[src/rtl/adler32_pkg.sv]
// Shared types and constants for the Adler-32 checksum unit.
// No dependencies; imported by all RTL files but adler32_out_if.
`default_nettype none

package adler32_pkg;

    // Adler-32 modulus and the fixed geometry of one input word
    localparam int unsigned ADLER_MOD     = 65521;
    localparam int unsigned WORD_BYTES    = 4;
    localparam int unsigned DEFAULT_LANES = 4;

    localparam int unsigned COUNT_W = 3;   // byte_count width
    localparam int unsigned SUM_W   = 16;  // width of each running sum
    localparam int unsigned BSUM_W  = 10;  // sum of up to four bytes
    localparam int unsigned WSUM_W  = 12;  // weighted sum, weights up to four
    localparam int unsigned WTERM_W = 10;  // one byte times a weight up to four

    localparam logic [SUM_W:0] MOD_VAL = 17'(ADLER_MOD);

    // Contribution of one byte lane
    typedef struct packed {
        logic [7:0]         byte_term;  // byte if valid, else zero
        logic [WTERM_W-1:0] wtd_term;   // byte times its remaining-bytes weight
    } lane_term_t;

    // Merged word summary handed to the accumulator
    typedef struct packed {
        logic [BSUM_W-1:0]  byte_sum;
        logic [WSUM_W-1:0]  wtd_sum;
        logic [COUNT_W-1:0] count;
        logic               last;
    } word_sum_t;

endpackage

`default_nettype wire

[src/rtl/adler32_in_if.sv]
// Input channel of the Adler-32 unit: valid/ready plus one word of message bytes.
// Depends on adler32_pkg for the byte count width.
`default_nettype none

interface adler32_in_if
    import adler32_pkg::*;
();
    logic               valid;
    logic               ready;
    logic [31:0]        data_bytes;
    logic [COUNT_W-1:0] byte_count;
    logic               last;

    modport source (output valid, output data_bytes, output byte_count, output last,
                    input ready);
    modport sink   (input valid, input data_bytes, input byte_count, input last,
                    output ready);
endinterface

`default_nettype wire

[src/rtl/adler32_out_if.sv]
// Output channel of the Adler-32 unit: valid/ready plus the 32-bit digest.
// No dependencies.
`default_nettype none

interface adler32_out_if;
    logic        valid;
    logic        ready;
    logic [31:0] digest;

    modport source (output valid, output digest, input ready);
    modport sink   (input valid, input digest, output ready);
endinterface

`default_nettype wire

[src/rtl/adler32_lane.sv]
// One byte lane: masks its byte by the valid count and weights it by the
// number of bytes from it to the end of the word. Depends on adler32_pkg.
`default_nettype none

module adler32_lane
    import adler32_pkg::*;
#(
    parameter int unsigned IDX = 0
) (
    input  wire logic [7:0]         byte_val,
    input  wire logic [COUNT_W-1:0] count,
    output lane_term_t              term
);

    localparam logic [COUNT_W-1:0] IDX_K = COUNT_W'(IDX);

    logic               active;
    logic [COUNT_W-1:0] weight;

    // byte IDX is valid when count exceeds its position
    assign active = (count > IDX_K);
    assign weight = count - IDX_K;

    always_comb
    begin
        if (active)
        begin
            term.byte_term = byte_val;
            term.wtd_term  = WTERM_W'(byte_val) * WTERM_W'(weight);
        end
        else
        begin
            term.byte_term = '0;
            term.wtd_term  = '0;
        end
    end

endmodule

`default_nettype wire

[src/rtl/adler32_merge.sv]
// Merge stage: adds the lane terms into a plain byte sum and a weighted sum.
// Depends on adler32_pkg.
`default_nettype none

module adler32_merge
    import adler32_pkg::*;
#(
    parameter int unsigned N = DEFAULT_LANES
) (
    input  wire lane_term_t [N-1:0] terms,
    output logic [BSUM_W-1:0]       byte_sum,
    output logic [WSUM_W-1:0]       wtd_sum
);

    // independent adds over at most four lanes
    always_comb
    begin
        byte_sum = '0;
        wtd_sum  = '0;
        for (int i = 0; i < N; i++)
        begin
            byte_sum = byte_sum + BSUM_W'(terms[i].byte_term);
            wtd_sum  = wtd_sum + WSUM_W'(terms[i].wtd_term);
        end
    end

endmodule

`default_nettype wire

[src/rtl/adler32_accum.sv]
// Running-sum accumulator: folds one merged word into the low and high sums
// modulo 65521, holds the start value and the digest output register.
// Depends on adler32_pkg.
`default_nettype none

module adler32_accum
    import adler32_pkg::*;
(
    input  wire logic             clk,
    input  wire logic             rst_n,
    input  wire logic             cfg_wr_en,
    input  wire logic [SUM_W-1:0] cfg_wr_data,
    input  wire logic             word_valid,
    input  wire word_sum_t        word,
    output logic                  word_ready,
    adler32_out_if.source         result
);

    localparam int unsigned HX_W = 20;

    logic [SUM_W-1:0] start_reg;
    logic [SUM_W-1:0] low_reg,  low_next;
    logic [SUM_W-1:0] high_reg, high_next;
    logic             out_valid_reg;
    logic [31:0]      digest_reg;

    logic             word_fire;
    logic [SUM_W:0]   low_raw;
    logic [HX_W-1:0]  high_raw;
    logic [SUM_W:0]   high_fold;

    // a last word needs the output register free or draining
    assign word_ready = !word.last || !out_valid_reg || result.ready;
    assign word_fire  = word_valid && word_ready;

    // low: one add and a single conditional subtract (sum stays below 2*mod)
    assign low_raw = 17'(low_reg) + 17'(word.byte_sum);

    // high: H + k*L + weighted sum, then fold 2^16 == 15 (mod 65521)
    assign high_raw  = HX_W'(high_reg) + HX_W'(20'(word.count) * 20'(low_reg))
                       + HX_W'(word.wtd_sum);
    assign high_fold = 17'(high_raw[SUM_W-1:0])
                       + 17'(high_raw[HX_W-1:SUM_W]) * 17'd15;

    always_comb
    begin
        if (word.count == '0)
        begin
            low_next = low_reg;
        end
        else if (low_raw >= MOD_VAL)
        begin
            low_next = SUM_W'(low_raw - MOD_VAL);
        end
        else
        begin
            low_next = low_raw[SUM_W-1:0];
        end

        if (high_fold >= MOD_VAL)
        begin
            high_next = SUM_W'(high_fold - MOD_VAL);
        end
        else
        begin
            high_next = high_fold[SUM_W-1:0];
        end
    end

    // start value register
    always_ff @(posedge clk or negedge rst_n)
    begin
        if (!rst_n)
        begin
            start_reg <= 16'd1;
        end
        else if (cfg_wr_en)
        begin
            start_reg <= cfg_wr_data;
        end
    end

    // running sums and output valid
    always_ff @(posedge clk or negedge rst_n)
    begin
        if (!rst_n)
        begin
            low_reg       <= 16'd1;
            high_reg      <= '0;
            out_valid_reg <= 1'b0;
        end
        else
        begin
            // a new digest wins over the drain of the old one
            if (word_fire && word.last)
            begin
                out_valid_reg <= 1'b1;
            end
            else if (result.ready)
            begin
                out_valid_reg <= 1'b0;
            end

            if (word_fire)
            begin
                if (word.last)
                begin
                    low_reg  <= start_reg;
                    high_reg <= '0;
                end
                else
                begin
                    low_reg  <= low_next;
                    high_reg <= high_next;
                end
            end
        end
    end

    // digest payload
    always_ff @(posedge clk)
    begin
        if (word_fire && word.last)
        begin
            digest_reg <= {high_next, low_next};
        end
    end

    assign result.valid  = out_valid_reg;
    assign result.digest = digest_reg;

endmodule

`default_nettype wire

[src/rtl/adler32_checksum_unit.sv]
// Adler-32 checksum unit: byte lanes, merge stage and accumulator.
// Streams words of up to four message bytes (lowest byte first) on 'stream'.
// A word flagged last closes the message; its 32-bit digest (high sum in
// bits 31..16, low sum in bits 15..0) leaves on 'result'.
// Throughput: one word per cycle unless stalled. Per word, the byte lanes
// and merge stage feed a stage register; the accumulator then folds the whole
// word into both sums in one step (low += byte sum, high += k*low + weighted
// byte sum). result.valid rises once the accumulator takes the last word.
// cfg_wr_en/cfg_wr_data load the start value of the low sum, taken when the
// next last word is accepted; write it while no transaction is in flight.
// Reset: start value 1, low sum 1, high sum 0, both stages empty.
// Stall: while a digest waits, non-last words keep flowing, and one last word
// can wait in the stage register; only then does stream.ready drop.
// Depends on adler32_pkg, adler32_in_if, adler32_out_if and the submodules.
`default_nettype none

module adler32_checksum_unit
    import adler32_pkg::*;
#(
    parameter int unsigned LANES = DEFAULT_LANES
) (
    input  wire logic        clk,
    input  wire logic        rst_n,
    input  wire logic        cfg_wr_en,
    input  wire logic [15:0] cfg_wr_data,
    adler32_in_if.sink       stream,
    adler32_out_if.source    result
);

    // lanes that can hold a byte of the four-byte word
    localparam int unsigned ACT = (LANES < WORD_BYTES) ? LANES : WORD_BYTES;
    localparam logic [COUNT_W-1:0] ACT_K = COUNT_W'(ACT);

    logic [COUNT_W-1:0]   count_clamped;
    lane_term_t [ACT-1:0] terms;
    logic [BSUM_W-1:0]    byte_sum;
    logic [WSUM_W-1:0]    wtd_sum;

    logic                 stage_valid_reg;
    word_sum_t            stage_reg;
    logic                 acc_ready;
    logic                 in_fire;

    // limit the count to the lanes present
    assign count_clamped = (stream.byte_count > ACT_K) ? ACT_K : stream.byte_count;

    // byte lanes
    for (genvar i = 0; i < ACT; i++)
    begin : g_lane
        adler32_lane #(
            .IDX (i)
        ) u_lane (
            .byte_val (stream.data_bytes[8*i +: 8]),
            .count    (count_clamped),
            .term     (terms[i])
        );
    end

    adler32_merge #(
        .N (ACT)
    ) u_merge (
        .terms    (terms),
        .byte_sum (byte_sum),
        .wtd_sum  (wtd_sum)
    );

    // stage register between merge and accumulator
    assign stream.ready = !stage_valid_reg || acc_ready;
    assign in_fire      = stream.valid && stream.ready;

    always_ff @(posedge clk or negedge rst_n)
    begin
        if (!rst_n)
        begin
            stage_valid_reg <= 1'b0;
        end
        else if (stream.ready)
        begin
            stage_valid_reg <= stream.valid;
        end
    end

    always_ff @(posedge clk)
    begin
        if (in_fire)
        begin
            stage_reg.byte_sum <= byte_sum;
            stage_reg.wtd_sum  <= wtd_sum;
            stage_reg.count    <= count_clamped;
            stage_reg.last     <= stream.last;
        end
    end

    adler32_accum u_accum (
        .clk         (clk),
        .rst_n       (rst_n),
        .cfg_wr_en   (cfg_wr_en),
        .cfg_wr_data (cfg_wr_data),
        .word_valid  (stage_valid_reg),
        .word        (stage_reg),
        .word_ready  (acc_ready),
        .result      (result)
    );

endmodule

`default_nettype wire

[src/flat_wrapper.sv]
// flat-port wrapper written by rule: the top's interface ports become plain ports
module adler32_checksum_unit_flat import adler32_pkg::*;
#(
    parameter int unsigned LANES = DEFAULT_LANES
)
  (clk, rst_n, cfg_wr_en, cfg_wr_data, stream_valid, stream_data_bytes, stream_byte_count, stream_last, stream_ready, result_valid, result_digest, result_ready);
  adler32_in_if stream_i ();
  adler32_out_if result_i ();
  input  wire logic clk;
  input  wire logic rst_n;
  input  wire logic cfg_wr_en;
  input  wire logic [15:0] cfg_wr_data;
  input wire logic [$bits(stream_i.valid)-1:0] stream_valid;
  input wire logic [$bits(stream_i.data_bytes)-1:0] stream_data_bytes;
  input wire logic [$bits(stream_i.byte_count)-1:0] stream_byte_count;
  input wire logic [$bits(stream_i.last)-1:0] stream_last;
  output wire logic [$bits(stream_i.ready)-1:0] stream_ready;
  output wire logic [$bits(result_i.valid)-1:0] result_valid;
  output wire logic [$bits(result_i.digest)-1:0] result_digest;
  input wire logic [$bits(result_i.ready)-1:0] result_ready;
  assign stream_i.valid = stream_valid;
  assign stream_i.data_bytes = stream_data_bytes;
  assign stream_i.byte_count = stream_byte_count;
  assign stream_i.last = stream_last;
  assign stream_ready = stream_i.ready;
  assign result_valid = result_i.valid;
  assign result_digest = result_i.digest;
  assign result_i.ready = result_ready;
  adler32_checksum_unit #(.LANES(LANES)) u_core (.clk(clk), .rst_n(rst_n), .cfg_wr_en(cfg_wr_en), .cfg_wr_data(cfg_wr_data), .stream(stream_i), .result(result_i));
endmodule
[config.mk]
export PLATFORM = sky130hd
export DESIGN_NAME = adler32_checksum_unit_flat
export DESIGN_NICKNAME = d
export VERILOG_FILES = /design/src/rtl/adler32_pkg.sv /design/src/rtl/adler32_in_if.sv /design/src/rtl/adler32_out_if.sv /design/src/rtl/adler32_lane.sv /design/src/rtl/adler32_merge.sv /design/src/rtl/adler32_accum.sv /design/src/rtl/adler32_checksum_unit.sv /design/src/flat_wrapper.sv
export SDC_FILE = /design/constraint.sdc
export NUM_CORES = 1
export LEC_CHECK = 0
export BUFFER_PORTS_ARGS = -buffer_cell sky130_fd_sc_hd__buf_2
export CAP_MARGIN = 20
export CORE_MARGIN = 5
export CORE_UTILIZATION = 55
export DETAILED_ROUTE_END_ITERATION = 7
export PLACE_DENSITY_LB_ADDON = 0.12
export REMOVE_ABC_BUFFERS = 1
export SETUP_SLACK_MARGIN = 0.1
export SYNTH_ARGS = -nofsm -noshare
export SYNTH_HDL_FRONTEND = slang
export SYNTH_SLANG_ARGS = --single-unit
[constraint.sdc]
create_clock -name clk -period 24.6 [get_ports clk]
set_clock_uncertainty 0.2 [all_clocks]
set_input_delay 2.46 -clock clk [delete_from_list [all_inputs] [get_ports clk]]
set_output_delay 2.46 -clock clk [all_outputs]
set_load 0.005 [all_outputs]
## After elaboration in Yosys (flattened, before gate mapping)

Cells that the tools add are included.

| storage, ports and cells | value |
|---|---|
| register bits | 108 |
| input bits | 57 |
| output and inout port bits | 34 |
| logic and storage cells | 61 |

| operators by class | value |
|---|---|
| add/subtract/negate cells | 15 |
| multipliers | 6 |
| magnitude comparators | 7 |
| multiplexer cells | 12 |
| reduce and logical (&&, ||, !) cells | 11 |

Operators by type and width:

| kind | count |
|---|---|
| 16-bit 2-to-1 mux | 5 |
| 18-bit 2-to-1 mux | 4 |
| 8-bit by 3-bit multiplier with 10-bit output | 4 |
| 17-bit by 16-bit greater-or-equal comparator with 1-bit output, second input constant | 2 |
| 16-bit subtractor, second input constant | 2 |
| 16-bit by 19-bit adder with 20-bit output | 1 |
| 20-bit by 12-bit adder with 20-bit output | 1 |
| 3-bit by 16-bit multiplier with 19-bit output | 1 |
| 16-bit by 10-bit adder with 17-bit output | 1 |
| 16-bit by 8-bit adder with 17-bit output | 1 |
| 11-bit by 10-bit adder with 12-bit output | 1 |
| 12-bit by 10-bit adder with 12-bit output | 1 |
| 10-bit by 10-bit adder with 11-bit output | 1 |
| 10-bit by 8-bit adder with 10-bit output | 1 |
| 9-bit by 8-bit adder with 10-bit output | 1 |
| 8-bit by 8-bit adder with 9-bit output | 1 |
| 4-bit by 4-bit multiplier with 8-bit output, second input constant | 1 |
| 3-bit by 1-bit > comparator with 1-bit output, second input constant | 2 |
| 3-bit by 2-bit > comparator with 1-bit output, second input constant | 2 |
| 3-bit by 2-bit subtractor with 3-bit output, second input constant | 2 |
| 3-bit > comparator, second input constant | 1 |
| 1-bit logical AND | 3 |
| 1-bit zero test | 3 |
| 3-bit zero test | 1 |
| 5 further kinds | 8 |

## Longest topological paths before layout

| depth | value |
|---|---|
| depth after elaboration | 8 |
| depth in mapped cells | 38 |
| depth with buffers taken out | 36 |

## Cells and area by module

From an unflattened synthesis, not the netlist that was laid out.

| second synthesis, totals | value |
|---|---|
| cell total of the unflattened synthesis | 1494 |
| area, all modules | 13346.6 µm² |

Modules (own cells, without submodules):

| module | instances | cells each | area each (µm²) | sequential area each (µm²) |
|---|---|---|---|---|
| adler32_accum | 1 | 834 | 7734.9 | 2189.6 |
| adler32_merge | 1 | 214 | 1734.2 | 0.0 |
| adler32_checksum_unit | 1 | 33 | 850.8 | 805.8 |
| adler32_lane (u_core.g_lane[1].u_lane) | 1 | 106 | 764.5 | 0.0 |
| adler32_lane (u_core.g_lane[0].u_lane) | 1 | 102 | 758.2 | 0.0 |
| adler32_lane (u_core.g_lane[2].u_lane) | 1 | 104 | 755.7 | 0.0 |
| adler32_lane (u_core.g_lane[3].u_lane) | 1 | 101 | 748.2 | 0.0 |

## Least setup slack after synthesis

No wires, ideal clock.

| timing | value |
|---|---|
| path type | flip-flop to flip-flop |
| start | register u_core.stage_reg[3] (netlist name) |
| end | register u_core.u_accum.high_reg[1] |
| setup time | 121 ps |
| data arrival time | 8546 ps |
| required time | 24279 ps |
| slack | 15733 ps |
| stages on the path, launching flop included | 35 |
| path buffers | 1 |
| clock period less this slack | 8867 ps |
| cells stage by stage | edfxtp_1 -> clkbuf_1 -> and2_1 -> fa_1 -> fa_1 -> inv_1 -> fa_1 -> inv_1 -> ha_1 -> o211ai_1 -> a21oi_2 -> o2111ai_1 -> a31oi_1 -> o21ai_0 -> a21oi_1 -> o21ai_0 -> nand2b_1 -> xor2_1 -> xor2_1 -> ha_1 -> fa_1 -> inv_1 -> fa_1 -> inv_1 -> ha_1 -> nor2b_1 -> o21a_1 -> o21a_1 -> nor3b_1 -> nand4b_1 -> a211oi_1 -> o221ai_2 -> o31ai_4 -> mux2_2 -> a22o_1 |

| between the ends | value |
|---|---|
| longest elaborated chain between the ends | 8 |
| elaborated cells between the ends (all ways) | 9 |
| classes of those cells | add/sub (4); mul (2); order compare (1); mux (2) |

Ends and longest elaborated chain:

| what | line | RTL |
|---|---|---|
| start, declared | adler32_checksum_unit.sv:40 | `word_sum_t stage_reg;` |
| 3-bit by 16-bit multiplier with 19-bit output (*) | adler32_accum.sv:40 | `assign high_raw = HX_W'(high_reg) + HX_W'(20'(word.count) * 20'(low_reg))` |
| 16-bit by 19-bit adder with 20-bit output (*) | adler32_accum.sv:40 |  |
| 20-bit by 12-bit adder with 20-bit output (*) | adler32_accum.sv:41 | `+ HX_W'(word.wtd_sum);` |
| 4-bit by 4-bit multiplier with 8-bit output | adler32_accum.sv:43 | `+ 17'(high_raw[HX_W-1:SUM_W]) * 17'd15;` |
| 16-bit by 8-bit adder with 17-bit output (*) | adler32_accum.sv:43 |  |
| 16-bit subtractor or 17-bit by 16-bit greater-or-equal comparator with 1-bit output (tied branches) | adler32_accum.sv:62, adler32_accum.sv:60 |  |
| 16-bit 2-to-1 mux (*) | adler32_accum.sv:60 | `if (high_fold >= MOD_VAL)` |
| net u_core.u_accum.high_next[1] | adler32_accum.sv:23 | `logic [SUM_W-1:0] high_reg, high_next;` |
| 16-bit 2-to-1 mux (*) | adler32_accum.sv:106 | `if (word.last)` |
| end signal, assigned | adler32_accum.sv:114 | `high_reg <= high_next;` |
| end, declared | adler32_accum.sv:23 |  |

Mark *: on every way through the listed nets, which the timed path passes. The rest lies on a longest branch.
A chain may end at the register's enable or synchronous reset.

## Final worst setup path

Same ends and word-level chain as after synthesis.

==> qor.csv <==
stage,metric,value,unit
critical_path,cp_common_cell,fa_1,
global_route,grt_pass1_wl,51.20,mm
global_route,grt_max_degree,51,
timing,finalSetupTns,0,ns
detailed_routing,dr.first_iter.drc_count,641,
logic_synthesis,yosys.area.top_type,fa_1,
die,start_util,56.29,%
placement,placed_area,13550,um2
status,status,"finished, final reports clean",
placement,dp.cells,1781,
final_layout,diodes,0,
timing,post-route-period-util,40.80,%
die,coreArea,22780,um2
global_route,grt_pass1_vias,10130,
logic_synthesis,yosys.area_share.simple,17.44,%
detailed_routing,avgViaCountPerCell,5.546,
clocking,insertion_delay,0.36,ns
clocking,hold_buffers,0,
final_layout,layoutNonFillerInstCount,1798,
logic_synthesis,synth.most_common_cell,inv_1,
logic_synthesis,synth_edf_count,58,
clocking,post_cts_resized,0,
timing,worstMarginPinSlew,0.8615,ns
logic_synthesis,synth_commonest_cells,"inv_1 (202), nand2_1 (180), ha_1 (120), fa_1 (113), and2_1 (73)",
final_layout,drive_above_1_share,10.84,%
critical_path,worstSetupPathType,reg -> reg,
critical_path,cp_max_fo,18,
logic_synthesis,synth_fa_ha_area_share,29.35,%
clocking,cts_tree,built,
die,pin_count,91,
logic_synthesis,avgSynthCellArea,9.075,um2
final_layout,largest_reg_flops,32,
clocking,htreeDepth,3,
logic_synthesis,synth_top_family_by_area,adder cells,
logic_synthesis,yosys.cell_types.count,84,
die,die-area,26470,um2
detailed_routing,ant_nets,0,
logic_synthesis,synth-seq-cells,108,
placement,dp_hpwl,24.67,mm
timing,hold_violations,0,
logic_synthesis,syn-cell-area,12820,um2
detailed_routing,vias,9971,
clocking,cts_buffer_depth,2,
logic_synthesis,muxShareOfSynthArea,1.805,%
logic_synthesis,netlist.area_leader.share,17.64,%
critical_path,critPathArrivalTime,10.08,ns
final_layout,finalNetCount,1770,
timing,slew_violations,0,
die,num_rows,55,
die,die_w,162.7,um
die,die_h,162.7,um
logic_synthesis,synth_area_leaders,"fa_1 (18%), edfxtp_1 (14%), ha_1 (12%)",
logic_synthesis,yosys_warnings,0,
timing,max_slew_margin,42.22,%
final_layout,fill_cells,2023,
critical_path,cp-end-kind,flop,
detailed_routing,wl,30.30,mm
timing,setup_viol,0,
clocking,numCtsBuffers,9,
clocking,clkTransAtPathRegs,0.08,ns
global_route,grt_use_total,23.98,%
global_route,antenna_found_initial,0,
clocking,cts.repair_timing.setup_buffer_count,0,
logic_synthesis,synth_compound_area_share,14.94,%
global_route,overflow,0,
timing,max_freq,99.64,MHz
logic_synthesis,ys.flop_type,edfxtp_1,
timing,rsz0062_at_grt,no,
logic_synthesis,ys_seq_area_share,23.36,%
placement,port_buffers,90,
detailed_routing,firstDrtPassIters,5,
placement,place_congestion,0.9017,
clocking,cts-root-buf,clkbuf_16,
logic_synthesis,synthCells,1413,
logic_synthesis,synth_xor_area_share,5.796,%
critical_path,cp.required,24.65,ns
clocking,clock_sinks,108,
final_layout,area_growth,8.109,%
timing,period_needed,10.04,ns
critical_path,slowest_delay,0.67,ns
hold_path,min_path_type,reg -> reg,
critical_path,worstSetupStartpointType,flop,
critical_path,crit_slowest_cell,edfxtp_1,
job,max_cap_viol_count,0,
logic_synthesis,synth-async-reset-ratio,46.30,%
detailed_routing,remaining_drc_errors,0,
final_layout,stdcell_area,13860,um2
detailed_routing,wl_per_cell,16.85,um
==> cell families after synthesis <==
kind of cell               Yosys count
buffers and inverters              247
and+or+nand+nor                    451
adders and majority gates          233
DFF                                108
muxes                               21
xor gates and xnor gates            84
AOI/OAI and AO/OA                  269
==> worst max-delay path, delay by kind of cell (launching register included) <==
family	cells	cell delay, ns
DFF	1	0.67
muxes	1	0.42
xor gates and xnor gates	2	0.77
AOI/OAI and AO/OA	13	3.22
adders and majority gates	8	3.62
and+or+nand+nor	4	0.92
buffers and inverters	2	0.09
==> stage by stage <==
stage | hold WS (ns) | utilization, % | worst slack, ns
after global placement | 0.2913 | 59.49 | 14.48
after global routing | 0.3353 | 60.86 | 13.75
final | 0.3094 | 60.86 | 14.56
after CTS | 0.3122 | 60.82 | 14.60
after floorplan | 0.2482 | - | 15.65
after detailed placement | 0.2953 | 59.49 | 14.44
==> cell type report <==
cell class                      count  area [um2]  area share [%]
Multi-Input combinational cell   1058        8892           64.15
Sequential cell                   108        2995           21.61
Inverter                          205       769.5           5.551
Timing Repair Buffer               98       510.5           3.683
Tap cell                          313       391.6           2.825
Clock buffer                       10       229.0           1.652
Clock inverter                      6       73.82          0.5325
==> cells in the final DEF (no fill, tap or decap), types with 11 or more instances in the layout <==
cell / n
inv_1: 202
nand2_1: 180
ha_1: 120
fa_1: 113
buf_2: 90
and2_1: 73
a21oi_1: 59
nor2_1: 59
edfxtp_1: 58
a21o_1: 54
xnor2_1: 49
dfrtp_1: 48
xor2_1: 34
o21ai_0: 33
nor3_1: 24
nand3_1: 23
nand2b_1: 21
mux2_2: 17
o21bai_1: 13
a211oi_1: 12
or3_1: 12
o211ai_1: 11
==> path summary, 6_finish.rpt <==
path                       slack, ns                                       end  cells after the start                                     start
min reg2reg                     0.31  u_core.u_accum.start_reg[12]$_DFFE_PN0P_                      1  u_core.u_accum.start_reg[12]$_DFFE_PN0P_
max                            14.56    u_core.u_accum.high_reg[1]$_DFFE_PN0P_                     30             u_core.stage_reg[3]$_DFFE_PP_
min                             0.31  u_core.u_accum.start_reg[12]$_DFFE_PN0P_                      1  u_core.u_accum.start_reg[12]$_DFFE_PN0P_
min in group asynchronous       2.03  u_core.u_accum.start_reg[15]$_DFFE_PN0P_                      2                                     rst_n
max reg2reg                    14.56    u_core.u_accum.high_reg[1]$_DFFE_PN0P_                     30             u_core.stage_reg[3]$_DFFE_PP_
max in group asynchronous      21.70     u_core.u_accum.low_reg[2]$_DFFE_PN0P_                      2                                     rst_n
==> routing by layer <==
layer | vias up | global-route usage, % | share of wire (%)
met5 | - | 0 | 0
met4 | 0 | 6.634 | 2.6
met3 | 46 | 2.784 | 4.5
met2 | 236 | 39.89 | 48
met1 | 4805 | 33.40 | 45
li1 | 4884 | - | -
Power is not shown: default switching activity piles up to over one toggle a cycle in this logic, so the estimate is an artifact.
